===== config.mk =====
export PLATFORM = sky130hd
export DESIGN_NAME = charge_socket_controller
export DESIGN_NICKNAME = d
export VERILOG_FILES = /design/src/csc_pkg.sv /design/src/csc_front.sv /design/src/csc_queue.sv /design/src/csc_back.sv /design/src/charge_socket_controller.sv
export SDC_FILE = /design/constraint.sdc
export NUM_CORES = 2
export LEC_CHECK = 0
export BUFFER_PORTS_ARGS = -buffer_cell sky130_fd_sc_hd__buf_2
export CAP_MARGIN = 20
export CORE_ASPECT_RATIO = 0.9
export CORE_MARGIN = 10
export CORE_UTILIZATION = 45
export DETAILED_ROUTE_END_ITERATION = 6
export GPL_TIMING_DRIVEN = 0
export HOLD_SLACK_MARGIN = 0.05
export SKIP_LAST_GASP = 1
export SYNTH_ARGS = -nofsm -noshare
export SYNTH_HDL_FRONTEND = slang
export SYNTH_SLANG_ARGS = --single-unit

===== constraint.sdc =====
create_clock -name i_clk -period 11.5 [get_ports i_clk]
set_clock_uncertainty 0.1 [all_clocks]
set_input_delay 3.45 -clock i_clk [delete_from_list [all_inputs] [get_ports i_clk]]
set_output_delay 3.45 -clock i_clk [all_outputs]
set_load 0.005 [all_outputs]

===== src/csc_pkg.sv =====
// ============================================================================
// csc_pkg
// Shared types, codes and constants of the charge socket controller.
// ============================================================================
package csc_pkg;

    // Number of sockets served by the block (1 to 4).
    localparam int SOCKETS      = 2;
    localparam int SOCK_IDX_W   = (SOCKETS > 1) ? $clog2(SOCKETS) : 1;

    // Depth of the queue between the front and back parts.
    localparam int QUEUE_DEPTH  = 2;
    localparam int QUEUE_PTR_W  = (QUEUE_DEPTH > 1) ? $clog2(QUEUE_DEPTH) : 1;
    localparam int QUEUE_CNT_W  = $clog2(QUEUE_DEPTH + 1);

    // Milliseconds in one minute.
    localparam logic [15:0] MS_PER_MINUTE = 16'd60000;

    // Configuration register reset values.
    localparam logic [15:0] RST_CHECK_INTERVAL = 16'd500;
    localparam logic [31:0] RST_NC_DELAY       = 32'd10000;
    localparam logic [31:0] RST_NC_WINDOW      = 32'd15000;
    localparam logic [31:0] RST_PULSE_MIN      = 32'd5000;
    localparam logic [15:0] RST_DEFAULT_MIN    = 16'd60;

    typedef enum logic [1:0] {
        OP_CHECK   = 2'd0,
        OP_START   = 2'd1,
        OP_STOP    = 2'd2,
        OP_UNKNOWN = 2'd3
    } t_op;

    typedef enum logic [2:0] {
        OUT_NONE      = 3'd0,
        OUT_STARTED   = 3'd1,
        OUT_START_IGN = 3'd2,
        OUT_STOPPED   = 3'd3,
        OUT_STOP_IGN  = 3'd4,
        OUT_ENDED     = 3'd5,
        OUT_BAD       = 3'd6
    } t_outcome;

    typedef enum logic [1:0] {
        END_TIME_UP    = 2'd0,
        END_MANUAL     = 2'd1,
        END_FUSE       = 2'd2,
        END_NO_CURRENT = 2'd3
    } t_end;

    typedef enum logic [2:0] {
        CFG_CHECK_INTERVAL = 3'd0,
        CFG_NC_DELAY       = 3'd1,
        CFG_NC_WINDOW      = 3'd2,
        CFG_PULSE_MIN      = 3'd3,
        CFG_DEFAULT_MIN    = 3'd4
    } t_cfg_idx;

    typedef struct packed {
        logic [15:0] check_interval_ms;
        logic [31:0] no_current_delay_ms;
        logic [31:0] no_current_window_ms;
        logic [31:0] pulse_check_min_ms;
        logic [15:0] default_minutes;
    } t_cfg;

    // A classified item as it travels from the front part to the back part.
    typedef struct packed {
        t_op                   op;
        logic                  bad;
        logic [1:0]            socket;
        logic [SOCK_IDX_W-1:0] idx;
        logic [31:0]           now_ms;
        logic [31:0]           pulse_count;
        logic                  fuse_blown;
        logic [31:0]           limit_ms;
        logic [31:0]           order_tag;
    } t_item;

    // State kept for one socket.
    typedef struct packed {
        logic        charging;
        logic [31:0] start_time;
        logic [31:0] limit_ms;
        logic [31:0] last_pulse_count;
        logic [31:0] last_pulse_time;
        logic [31:0] last_check_time;
        logic [31:0] held_order_tag;
        t_end        last_end_reason;
    } t_sock;

    typedef struct packed {
        logic [1:0]  socket;
        t_outcome    outcome;
        logic        relay_closed;
        logic        finished_event;
        t_end        stop_cause;
        logic [31:0] finished_tag;
    } t_result;

endpackage


===== src/csc_front.sv =====
// ============================================================================
// csc_front
// Takes input beats, classifies them and works out the charge time limit.
// ============================================================================
module csc_front import csc_pkg::*; (
    input  logic        i_clk,
    input  logic        i_rst_n,
    input  logic        i_in_valid,
    output logic        o_in_stall,
    input  logic [1:0]  i_opcode,
    input  logic [1:0]  i_socket,
    input  logic [31:0] i_now_ms,
    input  logic [31:0] i_pulse_count,
    input  logic        i_fuse_blown,
    input  logic [15:0] i_minutes,
    input  logic [31:0] i_order_tag,
    input  logic [15:0] i_default_minutes,
    input  logic        i_queue_full,
    output logic        o_push,
    output t_item       o_item
);

    logic        r_valid;
    t_item       r_item;
    t_item       n_item;
    logic        load;
    logic        bad;
    logic [15:0] dur_min;

    assign o_in_stall = r_valid && i_queue_full;
    assign load       = i_in_valid && !o_in_stall;
    assign o_push     = r_valid && !i_queue_full;
    assign o_item     = r_item;

    always_comb begin
        bad     = ({1'b0, i_socket} >= 3'(SOCKETS));
        dur_min = (i_minutes != 16'd0) ? i_minutes : i_default_minutes;

        n_item             = '0;
        n_item.op          = t_op'(i_opcode);
        n_item.bad         = bad;
        n_item.socket      = i_socket;
        // A rejected socket never touches state, so it indexes entry zero.
        n_item.idx         = bad ? '0 : i_socket[SOCK_IDX_W-1:0];
        n_item.now_ms      = i_now_ms;
        n_item.pulse_count = i_pulse_count;
        n_item.fuse_blown  = i_fuse_blown;
        n_item.limit_ms    = {16'd0, dur_min} * {16'd0, MS_PER_MINUTE};
        n_item.order_tag   = i_order_tag;
    end

    always_ff @(posedge i_clk) begin
        if (!i_rst_n) begin
            r_valid <= 1'b0;
        end else if (load) begin
            r_valid <= 1'b1;
        end else if (o_push) begin
            r_valid <= 1'b0;
        end
    end

    always_ff @(posedge i_clk) begin
        if (load) begin
            r_item <= n_item;
        end
    end

endmodule


===== src/csc_queue.sv =====
// ============================================================================
// csc_queue
// Short first-in first-out queue of classified items.
// ============================================================================
module csc_queue import csc_pkg::*; (
    input  logic  i_clk,
    input  logic  i_rst_n,
    input  logic  i_push,
    input  t_item i_item,
    output logic  o_full,
    input  logic  i_pop,
    output logic  o_valid,
    output t_item o_item
);

    t_item                  r_mem [QUEUE_DEPTH];
    logic [QUEUE_PTR_W-1:0] r_wr_ptr;
    logic [QUEUE_PTR_W-1:0] r_rd_ptr;
    logic [QUEUE_CNT_W-1:0] r_count;

    assign o_full  = (r_count == QUEUE_CNT_W'(QUEUE_DEPTH));
    assign o_valid = (r_count != '0);
    assign o_item  = r_mem[r_rd_ptr];

    always_ff @(posedge i_clk) begin
        if (!i_rst_n) begin
            r_wr_ptr <= '0;
            r_rd_ptr <= '0;
            r_count  <= '0;
        end else begin
            if (i_push) begin
                r_wr_ptr <= (r_wr_ptr == QUEUE_PTR_W'(QUEUE_DEPTH - 1)) ? '0
                                                                        : r_wr_ptr + 1'b1;
            end
            if (i_pop) begin
                r_rd_ptr <= (r_rd_ptr == QUEUE_PTR_W'(QUEUE_DEPTH - 1)) ? '0
                                                                        : r_rd_ptr + 1'b1;
            end
            if (i_push && !i_pop) begin
                r_count <= r_count + 1'b1;
            end else if (i_pop && !i_push) begin
                r_count <= r_count - 1'b1;
            end
        end
    end

    always_ff @(posedge i_clk) begin
        if (i_push) begin
            r_mem[r_wr_ptr] <= i_item;
        end
    end

endmodule


===== src/csc_back.sv =====
// ============================================================================
// csc_back
// Carries out items against the socket state and registers the result.
// ============================================================================
module csc_back import csc_pkg::*; (
    input  logic    i_clk,
    input  logic    i_rst_n,
    input  t_cfg    i_cfg,
    input  logic    i_q_valid,
    input  t_item   i_item,
    output logic    o_pop,
    output logic    o_out_valid,
    input  logic    i_out_stall,
    output t_result o_result
);

    t_sock       r_sock [SOCKETS];
    logic        r_out_valid;
    t_result     r_out;

    t_sock       cur;
    t_sock       nxt;
    t_result     res;
    t_outcome    outcome;
    logic        fin;
    t_end        reason;
    logic [31:0] ftag;
    logic [31:0] elapsed;
    logic [31:0] since_pulse;
    logic [31:0] since_check;
    logic        time_up;
    logic        delay_done;
    logic        pulse_due;
    logic        pulses_moved;
    logic        stalled;

    assign o_pop       = i_q_valid && (!r_out_valid || !i_out_stall);
    assign o_out_valid = r_out_valid;
    assign o_result    = r_out;

    always_comb begin
        cur          = r_sock[i_item.idx];
        nxt          = cur;
        outcome      = OUT_NONE;
        fin          = 1'b0;
        reason       = END_TIME_UP;
        ftag         = '0;
        elapsed      = i_item.now_ms - cur.start_time;
        since_pulse  = i_item.now_ms - cur.last_pulse_time;
        since_check  = i_item.now_ms - cur.last_check_time;
        time_up      = (elapsed >= cur.limit_ms);
        delay_done   = (elapsed > i_cfg.no_current_delay_ms);
        pulse_due    = (since_pulse >= i_cfg.pulse_check_min_ms);
        pulses_moved = (i_item.pulse_count > cur.last_pulse_count);
        stalled      = (since_pulse > i_cfg.no_current_window_ms);

        case (i_item.op)
            OP_START: begin
                if (!cur.charging) begin
                    nxt.charging         = 1'b1;
                    nxt.held_order_tag   = i_item.order_tag;
                    nxt.limit_ms         = i_item.limit_ms;
                    nxt.start_time       = i_item.now_ms;
                    nxt.last_pulse_count = i_item.pulse_count;
                    nxt.last_pulse_time  = i_item.now_ms;
                    nxt.last_check_time  = i_item.now_ms;
                    outcome              = OUT_STARTED;
                end else begin
                    outcome = OUT_START_IGN;
                end
            end
            OP_STOP: begin
                if (cur.charging) begin
                    fin     = 1'b1;
                    reason  = END_MANUAL;
                    outcome = OUT_STOPPED;
                end else begin
                    outcome = OUT_STOP_IGN;
                end
            end
            OP_CHECK: begin
                if (cur.charging && (since_check >= {16'd0, i_cfg.check_interval_ms})) begin
                    nxt.last_check_time = i_item.now_ms;
                    if (time_up) begin
                        fin    = 1'b1;
                        reason = END_TIME_UP;
                    end else if (i_item.fuse_blown) begin
                        fin    = 1'b1;
                        reason = END_FUSE;
                    end else if (delay_done && pulse_due) begin
                        if (pulses_moved) begin
                            nxt.last_pulse_count = i_item.pulse_count;
                            nxt.last_pulse_time  = i_item.now_ms;
                        end else if (stalled) begin
                            fin    = 1'b1;
                            reason = END_NO_CURRENT;
                        end
                    end
                    if (fin) begin
                        outcome = OUT_ENDED;
                    end
                end
            end
            default: begin
            end
        endcase

        // Ending a charge clears the order but keeps the last check time.
        if (fin) begin
            ftag                 = cur.held_order_tag;
            nxt.charging         = 1'b0;
            nxt.held_order_tag   = '0;
            nxt.limit_ms         = '0;
            nxt.start_time       = '0;
            nxt.last_pulse_count = '0;
            nxt.last_pulse_time  = '0;
            nxt.last_end_reason  = reason;
        end

        res        = '0;
        res.socket = i_item.socket;
        if (i_item.bad) begin
            res.outcome    = OUT_BAD;
            res.stop_cause = END_TIME_UP;
        end else begin
            res.outcome        = outcome;
            res.relay_closed   = nxt.charging;
            res.finished_event = fin;
            res.stop_cause     = fin ? reason : cur.last_end_reason;
            res.finished_tag   = ftag;
        end
    end

    always_ff @(posedge i_clk) begin
        if (!i_rst_n) begin
            for (int i = 0; i < SOCKETS; i++) begin
                r_sock[i] <= '0;
            end
        end else if (o_pop && !i_item.bad) begin
            r_sock[i_item.idx] <= nxt;
        end
    end

    always_ff @(posedge i_clk) begin
        if (!i_rst_n) begin
            r_out_valid <= 1'b0;
        end else if (o_pop) begin
            r_out_valid <= 1'b1;
        end else if (!i_out_stall) begin
            r_out_valid <= 1'b0;
        end
    end

    always_ff @(posedge i_clk) begin
        if (o_pop) begin
            r_out <= res;
        end
    end

endmodule


===== src/charge_socket_controller.sv =====
// ============================================================================
// charge_socket_controller
// Per-socket charging controller: start and stop orders and periodic checks.
// ============================================================================
//
//  Channel   Direction  Handshake                   Payload
//  -------   ---------  --------------------------  ------------------------------
//  in        input      i_in_valid / o_in_stall     opcode, socket, now_ms, pulses,
//                                                   fuse, minutes, order tag
//  out       output     o_out_valid / i_out_stall   socket, outcome, relay, event,
//                                                   stop cause, finished tag
//  cfg       input      i_cfg_we (no stall)         i_cfg_index, i_cfg_data
//
// One beat is accepted per clock when nothing stalls; a result is offered once
// its input beat has passed the front register, the queue and the output register.
// The back part reads and writes the state of one socket in the same cycle,
// which sets the rate of one item per clock while the output does not stall.
// Reset is synchronous and active low; it clears all socket state and loads
// the register defaults. A stall on the output fills the two-entry queue and
// then the front register before the input channel is stalled.
//
module charge_socket_controller import csc_pkg::*; (
    input  logic        i_clk,
    input  logic        i_rst_n,
    // Input channel
    input  logic        i_in_valid,
    output logic        o_in_stall,
    input  logic [1:0]  i_opcode,
    input  logic [1:0]  i_socket,
    input  logic [31:0] i_now_ms,
    input  logic [31:0] i_pulse_count,
    input  logic        i_fuse_blown,
    input  logic [15:0] i_minutes,
    input  logic [31:0] i_order_tag,
    // Configuration write port
    input  logic        i_cfg_we,
    input  logic [2:0]  i_cfg_index,
    input  logic [31:0] i_cfg_data,
    // Output channel
    output logic        o_out_valid,
    input  logic        i_out_stall,
    output logic [1:0]  o_result_socket,
    output logic [2:0]  o_outcome,
    output logic        o_relay_closed,
    output logic        o_finished_event,
    output logic [1:0]  o_stop_cause,
    output logic [31:0] o_finished_tag
);

    t_cfg    r_cfg;
    logic    queue_full;
    logic    push;
    t_item   front_item;
    logic    pop;
    logic    q_valid;
    t_item   q_item;
    t_result result;

    // Configuration registers. Writes must arrive only while the block is
    // idle (not enforced by the block); front and back read them without hand-over.
    always_ff @(posedge i_clk) begin
        if (!i_rst_n) begin
            r_cfg.check_interval_ms    <= RST_CHECK_INTERVAL;
            r_cfg.no_current_delay_ms  <= RST_NC_DELAY;
            r_cfg.no_current_window_ms <= RST_NC_WINDOW;
            r_cfg.pulse_check_min_ms   <= RST_PULSE_MIN;
            r_cfg.default_minutes      <= RST_DEFAULT_MIN;
        end else if (i_cfg_we) begin
            case (t_cfg_idx'(i_cfg_index))
                CFG_CHECK_INTERVAL: r_cfg.check_interval_ms    <= i_cfg_data[15:0];
                CFG_NC_DELAY:       r_cfg.no_current_delay_ms  <= i_cfg_data;
                CFG_NC_WINDOW:      r_cfg.no_current_window_ms <= i_cfg_data;
                CFG_PULSE_MIN:      r_cfg.pulse_check_min_ms   <= i_cfg_data;
                CFG_DEFAULT_MIN:    r_cfg.default_minutes      <= i_cfg_data[15:0];
                default: begin
                end
            endcase
        end
    end

    // The front part decodes the beat, rejects sockets that do not exist and
    // turns the planned minutes into a time limit in milliseconds.
    csc_front u_front (
        .i_clk             (i_clk),
        .i_rst_n           (i_rst_n),
        .i_in_valid        (i_in_valid),
        .o_in_stall        (o_in_stall),
        .i_opcode          (i_opcode),
        .i_socket          (i_socket),
        .i_now_ms          (i_now_ms),
        .i_pulse_count     (i_pulse_count),
        .i_fuse_blown      (i_fuse_blown),
        .i_minutes         (i_minutes),
        .i_order_tag       (i_order_tag),
        .i_default_minutes (r_cfg.default_minutes),
        .i_queue_full      (queue_full),
        .o_push            (push),
        .o_item            (front_item)
    );

    // The queue lets the front keep accepting while the back waits on the
    // output channel.
    csc_queue u_queue (
        .i_clk   (i_clk),
        .i_rst_n (i_rst_n),
        .i_push  (push),
        .i_item  (front_item),
        .o_full  (queue_full),
        .i_pop   (pop),
        .o_valid (q_valid),
        .o_item  (q_item)
    );

    // The back part holds the socket state, applies orders and safety checks
    // and keeps the result in an output register until it is taken.
    csc_back u_back (
        .i_clk       (i_clk),
        .i_rst_n     (i_rst_n),
        .i_cfg       (r_cfg),
        .i_q_valid   (q_valid),
        .i_item      (q_item),
        .o_pop       (pop),
        .o_out_valid (o_out_valid),
        .i_out_stall (i_out_stall),
        .o_result    (result)
    );

    assign o_result_socket  = result.socket;
    assign o_outcome        = result.outcome;
    assign o_relay_closed   = result.relay_closed;
    assign o_finished_event = result.finished_event;
    assign o_stop_cause     = result.stop_cause;
    assign o_finished_tag   = result.finished_tag;

endmodule

==> results.md <==
- Number of global-route vias before repair: 33700
- Register-to-Register Path Depth: 31
- Chip height: 336 µm
- Crit path launch type: flop
- # DRC: 0
- CP Data Arrival Time: 11.55 ns
- First-pass GRT wire length: 206000 µm
- CP required: 11.85 ns
- Static Leak: 0.0216 µW
- Synth top area share: 0.493
- Max_slew headroom: 0.173
- Status: finished, final reports clean
- DIE WIDTH: 372 µm
- Die footprint: 125000 µm²
- Max Cap Violations: 0
- Min Hold Slack: 0.319 ns
- Clock transition at the registers of the reported paths: 0.06 ns
- Syn nets: 4805
- Boundary Pins: 200
- Synth Flop Type: edfxtp_1
- Fin. max-slew vios: 0
- PwrDens: 249 nW/µm²
- Clk buf depth: 3
- Tmin final: 11.20 ns
- Crit-path max cell delay: 0.64 ns
- Commonest cells in the netlist: 821 x edfxtp_1, 445 x nand2_1, 346 x ha_1
- Initial antenna violation count: 3
- Period utilisation layout: 0.974
- Ys Warns: 0
- ANT nets after route: 0
- Synth async-reset ratio: 0
- # hold bufs at CTS: 0
- Post-synth top area cell: edfxtp_1
- FMAX: 89.3 MHz
- Vias per cell: 5.65
- Fin. Hold Viols: 0
- Initial core utilization: 0.456
- Worst skew pair latency: 0.72 ns
- Setup crit end kind: flop
- Setup crit end: u_back.r_sock[0][138]$_SDFFCE_PN0P_
- CTS tree: yes
- Final wirelength: 138000 µm
- Critical Path Fanout Max: 10
- Fraction of layout cells with a size suffix above 1: 0.132
- Ranking of synthesized cells by area: edfxtp_1 49%, ha_1 8.7%, dfxtp_1 5.4%, mux2i_1 4.0%, nand2_1 3.3%
- Routability cong.: 0.926
- DRT iter0 DRCs: 2771
- Most common cell on crit path: buf_2
- Worst Hold Class: flop to flop
- Reg-to-reg endpoint: u_back.r_sock[0][138]$_SDFFCE_PN0P_
- Synth Instances: 4238
- DR pass1 iterations: 5
- Setup Viol. Count Final: 0
- Vias: 34500
- Pin count of the biggest net entering global routing: 103
- EDFF count, synth: 821
- Hold depth: 0
- RSZ-0062 raised after global routing: yes
- Nets: 5130
- Mapped Area: 50000 µm²
- # rows: 115
- Critical path class: flop to flop
- Clock root buffer master: clkbuf_16
- Synthesized area per cell: 11.8 µm²
- Sink Count: 956
- Register area share after synthesis: 0.547
- Core area: 110000 µm²
- Cell at the slowest stage of the critical path: clkdlybuf4s15_2
- CTS buffer count: 100
- VDD IR max: 0.000136 V
- Setup slack, reg-to-reg: 0.30 ns
- Final TNS setup: 0 ns
- H-tree levels: 3
- FF+latch count, synth: 956
- Hpwl dp: 102000 µm
- Post-synth cell types: 80
- Total track usage: 0.215
- PortBufs: 198
- Slew @ Worst Pin: 1.23 ns
- Drt wl/cell: 22.5 µm
- Synthesis-to-layout area growth: 13.7%
- Gr ovfl total: 0
- Most common cell in the netlist: edfxtp_1
[report_power, final]
part,internal (µW),switching [µW],total (µW)
sequential,4290,116,4410
clock,2000,1410,3410
combinational,2380,4000,6380
[layer usage]
metal	GRT usage	routed length, µm	part of all wire	vias up
li1	-	-	-	16400
met1	0.293	59800	0.43	17000
met2	0.354	65200	0.47	1042
met3	0.0340	8540	0.062	184
met4	0.0627	4010	0.029	0
met5	0	0	0	-
[cell usage in the layout, fill, tap and decap left out, drive strengths merged, types with 39 or more instances in the layout]
master / Yosys / routed
edfxtp: 821 / 821
nand2: 445 / 445
ha: 346 / 346
nor2: 315 / 315
buf: 77 / 299
inv: 233 / 237
clkbuf: 120 / 237
a211oi: 205 / 205
mux2i: 201 / 201
a21oi: 187 / 187
o21ai: 175 / 175
dfxtp: 135 / 135
mux2: 130 / 130
nor3: 128 / 128
a21boi: 107 / 107
xnor2: 71 / 71
fa: 64 / 64
a21o: 62 / 62
nand3: 41 / 41
clkinv: 0 / 40
o211ai: 39 / 39
[worst max-delay path: cells and delay by family (launching register included)]
| family | cells | cell delay (ns) |
|---|---|---|
| flops | 1 | 0.43 |
| simple gates | 9 | 2.60 |
| xor+xnor | 1 | 0.28 |
| mux | 1 | 0.56 |
| compound gates | 12 | 3.27 |
| buf+inv | 6 | 2.91 |
| fa+ha+maj | 2 | 0.77 |
[layout make-up]
class | count | area (µm²)
Fill cell | 9661 | 52900
Sequential cell | 956 | 27400
Multi-Input combinational cell | 2852 | 21000
Clock buffer | 118 | 2610
Tap cell | 1462 | 1830
Timing Repair Buffer | 223 | 1470
Buffer | 197 | 898
Inverter | 233 | 875
Clock inverter | 68 | 858
Antenna cell | 3 | 7.51
[how the worst min path moves through the flow]
stage / slack (ns) / to / start
3_5_place_dp: 0.33 / u_queue.r_mem[0][124]$_DFFE_PP_ / u_front.o_item[129]$_SDFFCE_PP0P_
6_report: 0.32 / u_queue.r_mem[0][66]$_DFFE_PP_ / u_front.o_item[71]$_DFFE_PP_
4_1_cts: 0.33 / u_queue.r_mem[0][39]$_DFFE_PP_ / u_front.o_item[44]$_DFFE_PP_
3_3_place_gp: 0.32 / u_queue.r_mem[1][12]$_DFFE_PP_ / u_front.o_item[12]$_DFFE_PP_
2_1_floorplan: 0.32 / u_queue.r_mem[0][0]$_DFFE_PP_ / u_front.o_item[0]$_DFFE_PP_
5_1_grt: 0.35 / u_queue.r_mem[0][40]$_DFFE_PP_ / u_front.o_item[45]$_DFFE_PP_
[stage by stage]
stage / power [µW] / cells / cell area (µm²) / worst slack (ns) / utilization
floorplan: 8830 / 4238 / 50000 / 0.136 / -
global placement: 10800 / 5898 / 52900 / -6.26 / 0.482
detailed placement: 10800 / 5922 / 53400 / -0.650 / 0.486
CTS: 14300 / 6108 / 56900 / 0.0358 / 0.518
global route: 15100 / 6110 / 56900 / -0.00562 / 0.518
finish: 14200 / 6112 / 56900 / 0.299 / 0.518
[what timing repair did]
item | 4_1_cts | 5_1_grt
setup buffers | 0 | 0
setup endpoints to repair | 318 | 183
gates resized for setup | 4 | 8
[cells by family after synthesis]
logic type	synth area share
fa+ha+maj	0.112
flops	0.547
mux	0.0697
simple gates	0.0959
buf+inv	0.0351
compound gates	0.123
xor+xnor	0.0173
[flip-flops by register name (all words and copies together), names as in the netlist, named ones only]
name                count
u_front.o_item        130
u_queue.r_mem         260
u_back.r_sock         390
r_cfg                 128
u_front.r_valid         1
u_back.o_out_valid      1
u_queue.r_rd_ptr        1
u_queue.r_wr_ptr        1
u_queue.r_count         2
u_back.o_result        41
Power figures use the tool's default switching activity.
